**src/lcd_pkg.sv**
```systemverilog
// Shared constants, codes, types and arithmetic helpers of the lasso
// coordinate descent block. Every other file of the block but lcd_ram imports this package.
package lcd_pkg;

   // Storage geometry and number format.
   localparam int MAX_ROWS  = 256;
   localparam int MAX_COLS  = 32;
   localparam int FRAC_BITS = 16;

   localparam int DATA_W  = 32;
   localparam int ROW_W   = (MAX_ROWS > 1) ? $clog2(MAX_ROWS) : 1;
   localparam int COL_W   = (MAX_COLS > 1) ? $clog2(MAX_COLS) : 1;
   localparam int NROW_W  = $clog2(MAX_ROWS + 1);
   localparam int NCOL_W  = $clog2(MAX_COLS + 1);
   localparam int XADDR_W = ROW_W + COL_W;

   // Exact sums of Q32.32 products over all rows need this much headroom.
   localparam int ACC_W  = 2 * DATA_W + ROW_W + 2;
   localparam int PROD_W = 2 * DATA_W + 1;
   localparam int DIV_W  = ACC_W - FRAC_BITS;
   localparam int DVS_W  = NROW_W + 1;
   localparam int OBJ_W  = 64;

   // Port field widths.
   localparam int CMD_W       = 3;
   localparam int ROW_FIELD_W = 8;
   localparam int COL_FIELD_W = 5;
   localparam int SWEEP_W     = 16;
   localparam int CSR_IDX_W   = 3;
   localparam int CSR_DATA_W  = 31;
   localparam int N_REG_W     = 9;
   localparam int P_REG_W     = 6;
   localparam int PEN_W       = 31;

   // Register reset values.
   localparam int TOL_RESET   = 66;
   localparam int LIMIT_RESET = 1000;

   typedef enum logic [CMD_W-1:0] {
      OP_LOAD_X = 3'd0,
      OP_LOAD_Y = 3'd1,
      OP_LOAD_B = 3'd2,
      OP_ZERO_B = 3'd3,
      OP_RUN    = 3'd4
   } lcd_op_type;

   typedef enum logic [CSR_IDX_W-1:0] {
      CSR_ROWS  = 3'd0,
      CSR_COLS  = 3'd1,
      CSR_PEN   = 3'd2,
      CSR_TOL   = 3'd3,
      CSR_LIMIT = 3'd4
   } lcd_csr_type;

   typedef enum logic [2:0] {
      ACC_HOLD,
      ACC_CLR,
      ACC_LOAD_Y,
      ACC_ADD,
      ACC_SUB
   } lcd_acc_op_type;

   typedef enum logic [2:0] {
      MUL_X_COEF,
      MUL_R_R,
      MUL_PEN,
      MUL_X_BJ,
      MUL_X_T,
      MUL_X_DELTA
   } lcd_mul_sel_type;

   typedef enum logic [4:0] {
      ST_IDLE,
      ST_ROW_RD,
      ST_ROW_LD,
      ST_ELEM_RD,
      ST_ELEM_MUL,
      ST_ELEM_ACC,
      ST_ROW_RES,
      ST_ROW_SQ,
      ST_ROW_ACC,
      ST_PEN_MUL,
      ST_PEN_ACC,
      ST_OBJ_DIV,
      ST_OBJ_WAIT,
      ST_OBJ_SUM,
      ST_OBJ_CMP,
      ST_COL_START,
      ST_CR_RD,
      ST_CR_MUL1,
      ST_CR_T,
      ST_CR_MUL2,
      ST_CR_ACC,
      ST_RHO_DIV,
      ST_RHO_WAIT,
      ST_RHO_SAT,
      ST_SOFT,
      ST_UPD_CHK,
      ST_UR_RD,
      ST_UR_MUL,
      ST_UR_WR,
      ST_EMIT
   } lcd_state_type;

   // Commands from the sequencer to the datapath.
   typedef struct packed {
      logic                      ld_x;
      logic                      ld_y;
      logic                      ld_b;
      logic                      zero_b;
      logic                      mem_rd;
      logic [ROW_W-1:0]          row;
      logic [COL_W-1:0]          col;
      lcd_acc_op_type            acc_op;
      logic                      loss_clr;
      logic                      loss_add;
      logic                      mul_en;
      lcd_mul_sel_type           mul_sel;
      logic                      res_save;
      logic                      res_wr_fresh;
      logic                      res_wr_upd;
      logic                      t_save;
      logic                      bj_load;
      logic                      pen_save;
      logic                      div_start_loss;
      logic                      div_start_rho;
      logic                      rho_save;
      logic                      bn_save;
      logic                      coef_update;
      logic                      f_save;
      logic                      fold_save;
      logic                      out_load;
      logic                      out_last;
      logic [SWEEP_W-1:0]        sweeps;
   } lcd_cmd_type;

   // Status from the datapath to the sequencer.
   typedef struct packed {
      logic div_busy;
      logic changed;
      logic converged;
      logic out_stall;
   } lcd_status_type;

   // Divide by 2^FRAC_BITS, truncating toward zero.
   function automatic logic signed [ACC_W-1:0] shift_trunc(input logic signed [ACC_W-1:0] v);
      logic [ACC_W-1:0] mag;
      mag = v[ACC_W-1] ? ACC_W'(-v) : ACC_W'(v);
      mag = mag >> FRAC_BITS;
      return v[ACC_W-1] ? -$signed(mag) : $signed(mag);
   endfunction

   // Saturate to a signed 32-bit value.
   function automatic logic signed [DATA_W-1:0] sat32(input logic signed [ACC_W-1:0] v);
      logic signed [DATA_W-1:0] r;
      if (!v[ACC_W-1] && (|v[ACC_W-2:DATA_W-1])) begin
         r = {1'b0, {(DATA_W-1){1'b1}}};
      end else if (v[ACC_W-1] && !(&v[ACC_W-2:DATA_W-1])) begin
         r = {1'b1, {(DATA_W-1){1'b0}}};
      end else begin
         r = v[DATA_W-1:0];
      end
      return r;
   endfunction

endpackage

```
**src/lcd_ctrl.sv**
```systemverilog
// Sequencer of the lasso coordinate descent block: takes commands, walks
// rows, columns and sweeps, and drives the datapath. Depends on lcd_pkg.
module lcd_ctrl (
   input  logic                             clock,
   input  logic                             reset,
   input  logic                             req_valid,
   output logic                             req_ready,
   input  logic [lcd_pkg::CMD_W-1:0]        req_cmd,
   input  logic [lcd_pkg::ROW_FIELD_W-1:0]  req_row,
   input  logic [lcd_pkg::COL_FIELD_W-1:0]  req_col,
   input  logic [lcd_pkg::NROW_W-1:0]       rows_eff,
   input  logic [lcd_pkg::NCOL_W-1:0]       cols_eff,
   input  logic [lcd_pkg::SWEEP_W-1:0]      limit_eff,
   input  lcd_pkg::lcd_status_type          status,
   output lcd_pkg::lcd_cmd_type             cmd
);
   import lcd_pkg::*;

   lcd_state_type       state_ff, state_in;
   logic [ROW_W-1:0]    i_ff, i_in;
   logic [COL_W-1:0]    j_ff, j_in;
   logic [SWEEP_W-1:0]  it_ff, it_in;
   logic                init_ff, init_in;
   logic                accept, row_ok, col_ok, last_row, last_col;

   assign req_ready = state_ff == ST_IDLE;
   assign accept    = req_valid && req_ready;
   assign row_ok    = 32'(req_row) < MAX_ROWS;
   assign col_ok    = 32'(req_col) < MAX_COLS;
   assign last_row  = NROW_W'(i_ff) == rows_eff - NROW_W'(1);
   assign last_col  = NCOL_W'(j_ff) == cols_eff - NCOL_W'(1);

   always_ff @(posedge clock) begin
      if (reset) begin
         state_ff <= ST_IDLE;
         i_ff     <= '0;
         j_ff     <= '0;
         it_ff    <= '0;
         init_ff  <= 1'b0;
      end else begin
         state_ff <= state_in;
         i_ff     <= i_in;
         j_ff     <= j_in;
         it_ff    <= it_in;
         init_ff  <= init_in;
      end
   end

   // Next state and datapath commands.
   always_comb begin
      state_in = state_ff;
      i_in     = i_ff;
      j_in     = j_ff;
      it_in    = it_ff;
      init_in  = init_ff;
      cmd        = '0;
      cmd.row    = i_ff;
      cmd.col    = j_ff;
      cmd.acc_op = ACC_HOLD;
      cmd.mul_sel = MUL_X_COEF;
      cmd.sweeps = it_ff;

      unique case (state_ff)
         ST_IDLE: begin
            if (accept) begin
               priority case (req_cmd)
                  OP_LOAD_X: cmd.ld_x = row_ok && col_ok;
                  OP_LOAD_Y: cmd.ld_y = row_ok;
                  OP_LOAD_B: cmd.ld_b = col_ok;
                  OP_ZERO_B: cmd.zero_b = 1'b1;
                  OP_RUN: begin
                     cmd.loss_clr = 1'b1;
                     i_in     = '0;
                     it_in    = '0;
                     init_in  = 1'b1;
                     state_in = ST_ROW_RD;
                  end
                  default: ;
               endcase
            end
         end

         // Objective: fresh residual of each row, squared and summed.
         ST_ROW_RD: begin
            cmd.mem_rd = 1'b1;
            state_in   = ST_ROW_LD;
         end
         ST_ROW_LD: begin
            cmd.acc_op = ACC_LOAD_Y;
            j_in       = '0;
            state_in   = ST_ELEM_RD;
         end
         ST_ELEM_RD: begin
            cmd.mem_rd = 1'b1;
            state_in   = ST_ELEM_MUL;
         end
         ST_ELEM_MUL: begin
            cmd.mul_en  = 1'b1;
            cmd.mul_sel = MUL_X_COEF;
            state_in    = ST_ELEM_ACC;
         end
         ST_ELEM_ACC: begin
            cmd.acc_op = ACC_SUB;
            if (last_col) begin
               state_in = ST_ROW_RES;
            end else begin
               j_in     = j_ff + COL_W'(1);
               state_in = ST_ELEM_RD;
            end
         end
         ST_ROW_RES: begin
            cmd.res_save = 1'b1;
            state_in     = ST_ROW_SQ;
         end
         ST_ROW_SQ: begin
            cmd.mul_en       = 1'b1;
            cmd.mul_sel      = MUL_R_R;
            cmd.res_wr_fresh = init_ff;
            state_in         = ST_ROW_ACC;
         end
         ST_ROW_ACC: begin
            cmd.loss_add = 1'b1;
            if (last_row) begin
               cmd.acc_op = ACC_CLR;
               j_in       = '0;
               state_in   = ST_PEN_MUL;
            end else begin
               i_in     = i_ff + ROW_W'(1);
               state_in = ST_ROW_RD;
            end
         end

         // Objective: penalty term.
         ST_PEN_MUL: begin
            cmd.mul_en  = 1'b1;
            cmd.mul_sel = MUL_PEN;
            state_in    = ST_PEN_ACC;
         end
         ST_PEN_ACC: begin
            cmd.acc_op = ACC_ADD;
            if (last_col) begin
               state_in = ST_OBJ_DIV;
            end else begin
               j_in     = j_ff + COL_W'(1);
               state_in = ST_PEN_MUL;
            end
         end
         ST_OBJ_DIV: begin
            cmd.pen_save       = 1'b1;
            cmd.div_start_loss = 1'b1;
            state_in           = ST_OBJ_WAIT;
         end
         ST_OBJ_WAIT: begin
            if (!status.div_busy) begin
               state_in = ST_OBJ_SUM;
            end
         end
         ST_OBJ_SUM: begin
            cmd.f_save = 1'b1;
            state_in   = ST_OBJ_CMP;
         end
         ST_OBJ_CMP: begin
            cmd.fold_save = 1'b1;
            j_in          = '0;
            if (!init_ff && (status.converged || it_ff >= limit_eff)) begin
               state_in = ST_EMIT;
            end else begin
               init_in  = 1'b0;
               it_in    = it_ff + SWEEP_W'(1);
               state_in = ST_COL_START;
            end
         end

         // Sweep: correlation of column j with the partial residual.
         ST_COL_START: begin
            cmd.acc_op  = ACC_CLR;
            cmd.bj_load = 1'b1;
            i_in        = '0;
            state_in    = ST_CR_RD;
         end
         ST_CR_RD: begin
            cmd.mem_rd = 1'b1;
            state_in   = ST_CR_MUL1;
         end
         ST_CR_MUL1: begin
            cmd.mul_en  = 1'b1;
            cmd.mul_sel = MUL_X_BJ;
            state_in    = ST_CR_T;
         end
         ST_CR_T: begin
            cmd.t_save = 1'b1;
            state_in   = ST_CR_MUL2;
         end
         ST_CR_MUL2: begin
            cmd.mul_en  = 1'b1;
            cmd.mul_sel = MUL_X_T;
            state_in    = ST_CR_ACC;
         end
         ST_CR_ACC: begin
            cmd.acc_op = ACC_ADD;
            if (last_row) begin
               state_in = ST_RHO_DIV;
            end else begin
               i_in     = i_ff + ROW_W'(1);
               state_in = ST_CR_RD;
            end
         end
         ST_RHO_DIV: begin
            cmd.div_start_rho = 1'b1;
            state_in          = ST_RHO_WAIT;
         end
         ST_RHO_WAIT: begin
            if (!status.div_busy) begin
               state_in = ST_RHO_SAT;
            end
         end
         ST_RHO_SAT: begin
            cmd.rho_save = 1'b1;
            state_in     = ST_SOFT;
         end
         ST_SOFT: begin
            cmd.bn_save = 1'b1;
            state_in    = ST_UPD_CHK;
         end
         ST_UPD_CHK: begin
            if (status.changed) begin
               cmd.coef_update = 1'b1;
               i_in            = '0;
               state_in        = ST_UR_RD;
            end else if (last_col) begin
               cmd.loss_clr = 1'b1;
               i_in         = '0;
               state_in     = ST_ROW_RD;
            end else begin
               j_in     = j_ff + COL_W'(1);
               state_in = ST_COL_START;
            end
         end

         // Sweep: residual update after a coefficient change.
         ST_UR_RD: begin
            cmd.mem_rd = 1'b1;
            state_in   = ST_UR_MUL;
         end
         ST_UR_MUL: begin
            cmd.mul_en  = 1'b1;
            cmd.mul_sel = MUL_X_DELTA;
            state_in    = ST_UR_WR;
         end
         ST_UR_WR: begin
            cmd.res_wr_upd = 1'b1;
            if (!last_row) begin
               i_in     = i_ff + ROW_W'(1);
               state_in = ST_UR_RD;
            end else if (last_col) begin
               cmd.loss_clr = 1'b1;
               i_in         = '0;
               state_in     = ST_ROW_RD;
            end else begin
               j_in     = j_ff + COL_W'(1);
               state_in = ST_COL_START;
            end
         end

         // Report one coefficient per transfer.
         ST_EMIT: begin
            if (!status.out_stall) begin
               cmd.out_load = 1'b1;
               cmd.out_last = last_col;
               if (last_col) begin
                  state_in = ST_IDLE;
               end else begin
                  j_in = j_ff + COL_W'(1);
               end
            end
         end

         default: state_in = ST_IDLE;
      endcase
   end
endmodule

```
**config.mk**
```make
export PLATFORM = sky130hd
export DESIGN_NAME = lcd_ctrl
export DESIGN_NICKNAME = d
export VERILOG_FILES = /design/src/lcd_pkg.sv /design/src/lcd_ctrl.sv
export SDC_FILE = /design/constraint.sdc
export NUM_CORES = 1
export LEC_CHECK = 0
export BUFFER_PORTS_ARGS = -buffer_cell sky130_fd_sc_hd__buf_2
export CAP_MARGIN = 15
export CORE_MARGIN = 2
export CORE_UTILIZATION = 52
export CTS_CLUSTER_DIAMETER = 120
export DETAILED_ROUTE_END_ITERATION = 16
export HOLD_SLACK_MARGIN = 0.1
export PLACE_DENSITY = 0.93
export SLEW_MARGIN = 20
export SYNTH_ARGS = -nofsm -noshare
export SYNTH_HDL_FRONTEND = slang
export SYNTH_SLANG_ARGS = --single-unit
```
**constraint.sdc**
```tcl
create_clock -name clock -period 3.1 [get_ports clock]
set_input_delay 0.31 -clock clock [delete_from_list [all_inputs] [get_ports clock]]
set_output_delay 0.31 -clock clock [all_outputs]
set_load 0.02 [all_outputs]
```
==> flow_summary.yaml, run 1 <==
run_status:
  outcome: "complete, no violations"
final_layout:
  final_common_cell: "buf_2"
  fin_nets: 645
  final_area_sq_um: 4141
  drive_above_1_share: 0.2382
  layout_common_cells: "99 x buf_2, 40 x nand2_1, 35 x dfxtp_1"
  n_fill_cell: 564
  syn_to_final_growth_pct: 18.68
  n_antenna_cell: 0
die:
  dieArea_sq_um: 7382
  initial_core_util: 0.5433
  die_y_um: 85.92
  io_pins: 113
  die_x_um: 85.92
  core_sq_um: 6422
  rows: 29
global_route:
  grt_pass1_vias: 3705
  grt_pass1_wl_mm: 17.11
  grt_max_degree: 24
  antenna_found_initial: 0
  globalRouteOverflowTotal: 0
  grt.total_usage: 0.2790
synth:
  syn-num-nets: 555
  async_reset_ff_frac: 0
  synth_top_area_cell: "dfxtp_1"
  synth_top_area_frac: 0.2008
  ys_seq_area_frac: 0.2008
  synth_area_sq_um: 3490
  yosys_warnings: 0
  syn_area_per_cell_sq_um: 7.270
  ys_seq_elements: 35
  ys.flop_type: "dfxtp_1"
  syn_inst: 480
  ys_types: 76
  synth_edf_count: 0
  ys_top_cells_by_area: "dfxtp_1 20%, ha_1 7.5%, a21oi_1 4.4%"
timing:
  fin_skew_ns: 0.002335
  fin_tns_setup_ns: 0
  rsz0062_at_grt: "false"
  layout_min_cycle_time_ns: 2.819
  finalSetupViolCount: 0
  slew_headroom: 0.5549
  tightest_slew_ns: 0.6667
  hold_slack_ns: 0.4434
  period_share: 0.9094
  hold_violations: 0
  max_freq_mhz: 354.7
  final_max_slew_viol_count: 0
clock_tree:
  cts-hold-fix-buffers: 0
  cts_setup_buffers: 0
  post_cts_resized: 0
  cts.sinks: 35
  clock_path_buffers: 2
  root_buffer: "clkbuf_8"
  cts_tree: "done"
  clk_pin_slew_worst_paths_ns: 0.07
  htreeDepth: 2
  clkLatencyLatePin_ns: 0.29
  cts_inserted_buffers: 5
power_and_ir_drop:
  intPower_uw: 766.3
  swShare: 0.3292
  switchingPower_uw: 376.0
  ir_drop_v: 0.0002191
  finalPower_uw: 1142
  seq_power_share: 0.419
  power.share.combinational: 0.258
  power_frac_clock: 0.323
  power_leakage_uw: 0.001831
  power_density_nw_per_um2: 275.8
place:
  hpwlAfterDp_mm: 7.797
  placed_cell_area_sq_um: 4041
  io_buffers: 99
  gp_congestion: 1.008
worst_hold_path:
  worstHoldPathCells: 2
  worstHoldPathType: "in2reg"
routing:
  num_vias: 4069
  routedWlPerCell_um: 15.91
  final_antenna_net_count: 0
  vias_per_cell: 6.279
  finalWirelength_mm: 10.31
  post-route-drc-count: 0
  drt_pass1_iterations: 6
  drt_iter0_drc: 372
worst_setup_path:
  rrSetupSlack_ns: 0.41
  crit_required_ns: 2.79
  crit_type: "reg2out"
  cp-start-kind: "flop"
  reg2reg_from: "state_ff[2]$_SDFFE_PP0P_"
  cp-endpoint: "cmd[36]"
  path_max_fanout: 20
  cp-startpoint: "state_ff[3]$_SDFFE_PP0P_"
  rr_endpoint: "j_ff[0]$_SDFFE_PP0P_"
  crit_path_end_kind: "output port"
  worst-r2r-cell-count: 8
  arrival_ns: 2.51
job:
  cap_violations: 0
-- flip-flops by register name, summed over array words and instances, names as in the netlist --
name / flops
i_ff: 8
init_ff: 1
it_ff: 16
j_ff: 5
state_ff: 5
-- worst max-delay path, cell delays in order, from the launching register on --
cell	delay, ns
dfxtp_1	0.75
or3b_4	0.48
or2_4	0.27
nor3_1	0.24
nor2_1	0.06
o21ai_0	0.22
buf_2	0.21
-- routing by layer --
metal | up-vias | wire [um] | track usage | part of all wire
met5 | - | 0 | 0 | 0
met4 | 0 | 97 | 0.05916 | 0.0094
met3 | 15 | 727 | 0.04909 | 0.071
met2 | 178 | 5049 | 0.4764 | 0.49
met1 | 1906 | 4435 | 0.3675 | 0.43
li1 | 1970 | - | - | -
-- how the worst min path moves through the flow --
stage	start	to	slack, ns
after floorplan	init_ff$_SDFFE_PP0P_	init_ff$_SDFFE_PP0P_	0.50
after global placement	it_ff[1]$_SDFFE_PP0P_	it_ff[1]$_SDFFE_PP0P_	0.49
after detailed placement	it_ff[1]$_SDFFE_PP0P_	it_ff[1]$_SDFFE_PP0P_	0.50
after CTS	reset	init_ff$_SDFFE_PP0P_	0.43
after global routing	reset	init_ff$_SDFFE_PP0P_	0.46
final	reset	init_ff$_SDFFE_PP0P_	0.44
-- Yosys cell counts (5+ instances only) --
cell type	instances
inv_1	32
o22ai_1	7
nor4_1	6
or3_1	13
o31ai_1	5
o211ai_1	9
or2_1	5
xor2_1	5
nor2b_1	6
nand3_1	20
xnor2_1	9
a211oi_1	7
a21oi_1	31
a31oi_1	7
nor3_1	21
nand2b_1	8
o21ai_0	24
buf_1	5
buf_2	8
nand2_1	40
a211o_1	6
nor3b_1	8
ha_1	21
nor2_1	34
and3_1	10
clkbuf_1	12
dfxtp_1	35
-- metrics by stage --
stage          std cells  setup WS (ns)    util
2_1_floorplan        480         0.6246       -
3_3_place_gp         640         0.4103  0.6293
3_5_place_dp         640         0.3069  0.6293
4_1_cts              648         0.3128  0.6448
5_1_grt              648         0.1661  0.6448
6_report             648         0.2810  0.6448
-- power groups by stage --
stage	Combinational (uW)	Sequential [uW]	Clock, uW
floorplan	217	467	0
global placement	281	488	0
detailed placement	290	487	0
CTS	291	477	372
global route	326	481	389
finish	295	478	369
-- cells by family (layout without fill, tap and decap cells) --
logic type | count (synthesis) | after routing | share of synthesized area
xor+xnor | 15 | 15 | 0.04159
flops | 35 | 35 | 0.2008
fa+ha+maj | 22 | 22 | 0.07816
simple gates | 203 | 203 | 0.3195
mux | 1 | 1 | 0.003227
buf+inv | 63 | 154 | 0.07637
compound gates | 141 | 141 | 0.2804
-- final cells by class --
type	instances	area, sq um	area share
clock buffer	8	100.1	0.02417
sequential	35	700.7	0.1692
multi-input combinational	382	2522	0.6091
inverter	35	136.4	0.03293
timing repair buffer	111	585.6	0.1414
tap	77	96.34	0.02326
No activity file was read; power rests on OpenSTA's default activity.
==> run 2, diff against run 1 <==
GPL_ROUTABILITY_DRIVEN = 1   (was unset)
RECOVER_POWER = 50   (was unset)
==> flow_summary.yaml, run 2 (same netlist as run 1, synthesis figures left out) <==
run_status:
  outcome: "complete, no violations"
worst_setup_path:
  cp.buffers_inverters: 1
  reg2reg_from: "state_ff[2]$_SDFFE_PP0P_"
  cp-startpoint: "state_ff[3]$_SDFFE_PP0P_"
  path_delay_family: "simple AND/OR/NAND/NOR gates"
  worst-r2r-cell-count: 7
  path_max_fanout: 20
  rrSetupSlack_ns: 0.39
  path_depth: 6
  crit_required_ns: 2.79
  cp-start-kind: "flop"
  arrival_ns: 2.51
  slowest_stage: "dfxtp_1"
  cp_slowest_stage_delay_ns: 0.75
  crit_type: "reg2out"
  crit_chain: "or3b_1 -> or2_4 -> nor3_1 -> nor2_1 -> o21ai_0 -> buf_2"
  crit_path_end_kind: "output port"
global_route:
  grt_pass1_vias: 3705
  antenna_found_initial: 0
  grt_max_degree: 24
  grt_pass1_wl_mm: 17.11
  grt.total_usage: 0.2790
  globalRouteOverflowTotal: 0
clock_tree:
  cts.sinks: 35
  cts_tree: "done"
  clkLatencyLatePin_ns: 0.29
  clk_pin_slew_worst_paths_ns: 0.07
  cts_setup_buffers: 0
  cts_inserted_buffers: 5
  cts-hold-fix-buffers: 0
  root_buffer: "clkbuf_8"
  htreeDepth: 2
  post_cts_resized: 0
  clock_path_buffers: 2
timing:
  finalWorstSetupSlack_ns: 0.2841
  layout_min_cycle_time_ns: 2.816
  fin_skew_ns: 0.004805
  hold_violations: 0
  fin_tns_setup_ns: 0
  period_share: 0.9083
  max_freq_mhz: 355.1
  final_max_slew_viol_count: 0
  finalSetupViolCount: 0
  rsz0062_at_grt: "false"
  slew_headroom: 0.5448
  tightest_slew_ns: 0.6818
power_and_ir_drop:
  power_leakage_uw: 0.001643
  intPower_uw: 764.1
  ir_drop_v: 0.0002213
  switchingPower_uw: 378.4
  power_density_nw_per_um2: 279.8
  power.share.combinational: 0.258
  seq_power_share: 0.419
  swShare: 0.3312
  power_frac_clock: 0.324
worst_hold_path:
  worstHoldPathType: "in2reg"
  holdCritStartpoint: "reset"
  worstHoldPathCells: 2
die:
  die_x_um: 85.92
  core_sq_um: 6422
  initial_core_util: 0.5433
  rows: 29
  die_y_um: 85.92
  dieArea_sq_um: 7382
  io_pins: 113
final_layout:
  fin_nets: 645
  syn_to_final_growth_pct: 17.00
  layout_common_cells: "57 x buf_2, 44 x clkbuf_1, 40 x nand2_1"
  regMostFlops: "it_ff"
  top_regs: "it_ff: 16 flops, i_ff: 8 flops"
  largest_reg_flops: 16
  final_common_cell: "buf_2"
  n_antenna_cell: 0
  drive_above_1_share: 0.1611
  instances_no_fill: 648
place:
  hpwlAfterDp_mm: 7.797
  dp.cells: 640
  gp_congestion: 1.008
  place_ws_ns: 0.3069
  io_buffers: 99
routing:
  drt_pass1_iterations: 5
  post-route-drc-count: 0
  num_vias: 4085
  finalWirelength_mm: 10.42
  vias_per_cell: 6.304
  routedWlPerCell_um: 16.08
  drt_iter0_drc: 324
  final_antenna_net_count: 0
job:
  cap_violations: 0
[run 2: changes by cell type in the layout (fill, tap and decap cells not counted)]
cell / previous run / this run
clkbuf_1: 1 / 44
or3b_4: 1 / 0
or2_1: 5 / 3
buf_4: 12 / 11
or3b_1: 1 / 2
buf_2: 99 / 57
or2_0: 0 / 2
[run 2: power by group through the flow]
| stage | clock [uW] | sequential [uW] | combinational [uW] |
|---|---|---|---|
| final | 370 | 478 | 294 |
| after global routing | 389 | 480 | 324 |
| after CTS | 372 | 477 | 291 |
| after detailed placement | 0 | 487 | 290 |
| after global placement | 0 | 488 | 281 |
| after floorplan | 0 | 467 | 217 |
[run 2: area by class of cell]
| type | count | area (sq um) |
|---|---|---|
| clock buffers | 8 | 100.1 |
| fillers | 600 | 2340 |
| inverters | 35 | 136.4 |
| multi-input cells | 382 | 2520 |
| flip-flops and latches | 35 | 700.7 |
| well taps | 77 | 96.34 |
| repair buffers | 111 | 529.3 |
[run 2: worst paths after layout]
path,to
max,cmd[36]
min,init_ff$_SDFFE_PP0P_
max reg2reg,it_ff[6]$_SDFFE_PP0P_
min reg2reg,it_ff[1]$_SDFFE_PP0P_
[run 2: through the flow]
step	total power [uW]	cell area, sq um	hold slack [ns]	util
finish	1143	4083	0.4376	0.6357
global route	1193	4083	0.4596	0.6357
CTS	1140	4141	0.4324	0.6448
detailed placement	777.0	4041	0.4960	0.6293
global placement	769.4	4041	0.4927	0.6293
floorplan	684.0	3490	0.4955	-
[run 2: per-layer routing]
metal | vias to the layer above | share of wire | GRT usage | wire length (um)
met1 | 1891 | 0.43 | 0.3675 | 4505
li1 | 1970 | - | - | -
met4 | 0 | 0.011 | 0.05916 | 119
met5 | - | 0 | 0 | 0
met3 | 24 | 0.071 | 0.04909 | 739
met2 | 200 | 0.49 | 0.4764 | 5058
==> run 3, diff against run 2 <==
CELL_PAD_IN_SITES_DETAIL_PLACEMENT = 1   (was unset)
CELL_PAD_IN_SITES_GLOBAL_PLACEMENT = 1   (was unset)
CORE_UTILIZATION = 36   (was 52)
PLACE_DENSITY = unset   (was 0.93)
PLACE_DENSITY_LB_ADDON = 0.3   (was unset)
==> flow_summary.yaml, run 3 (same netlist as run 1, synthesis figures left out) <==
final_layout:
  top_regs: "it_ff: 16 flops, i_ff: 8 flops"
  final_common_cell: "buf_2"
  layout_common_cells: "57 x buf_2, 44 x clkbuf_1, 40 x nand2_1"
  regMostFlops: "it_ff"
  syn_to_final_growth_pct: 19.47
  drive_above_1_share: 0.1667
  multi_input_area_sq_um: 2516
  n_antenna_cell: 0
  fin_nets: 652
  largest_reg_flops: 16
  n_fill_cell: 1256
  finish.utilization: 0.4469
  regArea_sq_um: 700.7
global_route:
  globalRouteOverflowTotal: 0
  use_met1: 0.3142
  grt.met2_usage: 0.4103
  grt_max_degree: 24
  antenna_found_initial: 0
  use_met3: 0.03215
  grt_pass1_wl_mm: 20.27
  grt.busiest_layer: "met2"
  grt.total_usage: 0.2379
  grt_pass1_vias: 4206
timing:
  finalWorstSetupSlack_ns: 0.2005
  tightest_slew_ns: 0.7363
  finalSetupViolCount: 0
  period_share: 0.9353
  fin_tns_setup_ns: 0
  slew_headroom: 0.5085
  layout_min_cycle_time_ns: 2.900
  hold_violations: 0
  rsz0062_at_grt: "false"
  max_freq_mhz: 344.9
  fin_skew_ns: 0.008399
  final_max_slew_viol_count: 0
die:
  dieArea_sq_um: 10500
  die_x_um: 102.5
  initial_core_util: 0.3741
  die_y_um: 102.5
  core_sq_um: 9328
  io_pins: 113
  rows: 35
worst_setup_path:
  crit_type: "reg2out"
  cp_slowest_stage_delay_ns: 0.55
  arrival_ns: 2.59
  crit_path_end_kind: "output port"
  slowest_stage: "dfxtp_1"
  reg2reg_from: "state_ff[1]$_SDFFE_PP0P_"
  path_max_fanout: 21
  crit_chain: "buf_4 -> or3b_4 -> or2_4 -> nor3_1 -> nor2_1 -> o21ai_0 -> buf_2"
  cp-start-kind: "flop"
  cp-startpoint: "state_ff[1]$_SDFFE_PP0P_"
  crit_required_ns: 2.79
routing:
  routedWlPerCell_um: 16.86
  finalWirelength_mm: 11.89
  vias_per_cell: 5.760
  num_vias: 4061
  final_antenna_net_count: 0
  post-route-drc-count: 0
  drt_iter0_drc: 209
  drt_pass1_iterations: 4
place:
  hpwlAfterDp_mm: 9.341
  io_buffers: 99
  place_ws_ns: 0.2904
  gp_congestion: 0.8977
power_and_ir_drop:
  power_leakage_uw: 0.001655
  power_density_nw_per_um2: 265.8
  ir_drop_v: 0.0001770
clock_tree:
  post_cts_resized: 0
  cts.sinks: 35
  clk_pin_slew_worst_paths_ns: 0.08
  cts_setup_buffers: 0
  cts_tree: "done"
  cts-hold-fix-buffers: 0
  clkLatencyLatePin_ns: 0.29
  root_buffer: "clkbuf_8"
  htreeDepth: 2
  clock_path_buffers: 2
  cts_inserted_buffers: 5
run_status:
  outcome: "complete, no violations"
worst_hold_path:
  holdCritStartpoint: "reset"
  worstHoldPathType: "in2reg"
job:
  cap_violations: 0
## run 3: cell types whose count changed in the layout (fill, tap and decap cells not counted), sizes merged
cell / change
clkbuf: -2
buf: +6
clkinvlp: +1
## run 3: worst paths after layout
path / to / slack (ns) / depth (start not counted)
worst max-delay path: cmd[36] / 0.20 / 7
worst min-delay path: it_ff[7]$_SDFFE_PP0P_ / 0.46 / 2
worst max register to register: state_ff[3]$_SDFFE_PP0P_ / 0.38 / 7
worst min register to register: it_ff[1]$_SDFFE_PP0P_ / 0.52 / 2
## run 3: cell type report
class | instances | area share
clock buffers | 5 | 0.01651
repair buffers | 118 | 0.1387
clock inverters | 1 | 0.001801
inverters | 35 | 0.03271
well taps | 129 | 0.03872
multi-input cells | 382 | 0.6035
flip-flops and latches | 35 | 0.1681
## run 3: routing by layer
metal | vias up | wire length (um)
met2 | 106 | 6066
met3 | 8 | 470
met4 | 0 | 82
li1 | 1965 | -
met5 | - | 0
met1 | 1982 | 5266
## run 3: power by group
part / switching (uW) / internal, uW / total, uW / leakage, uW
Sequential: 28.8 / 455 / 484 / 0.000282
Clock: 171 / 149 / 320 / 0.0000361
Combinational: 192 / 112 / 304 / 0.00134
## run 3: worst max-delay path, delay by kind of cell (launching register included)
family / cells / cell delay, ns
and+or+nand+nor: 4 / 1.01
DFF: 1 / 0.55
buffers and inverters: 2 / 0.50
AOI/OAI and AO/OA: 1 / 0.24
## run 3: metrics by stage
| stage | std cells | power, uW | area, sq um | hold slack [ns] |
|---|---|---|---|---|
| finish | 705 | 1108 | 4169 | 0.4629 |
| global route | 705 | 1176 | 4169 | 0.4613 |
| CTS | 705 | 1116 | 4235 | 0.4556 |
| detailed placement | 699 | 797.4 | 4159 | 0.5041 |
| global placement | 699 | 785.0 | 4159 | 0.4982 |
| floorplan | 480 | 684.0 | 3490 | 0.4955 |
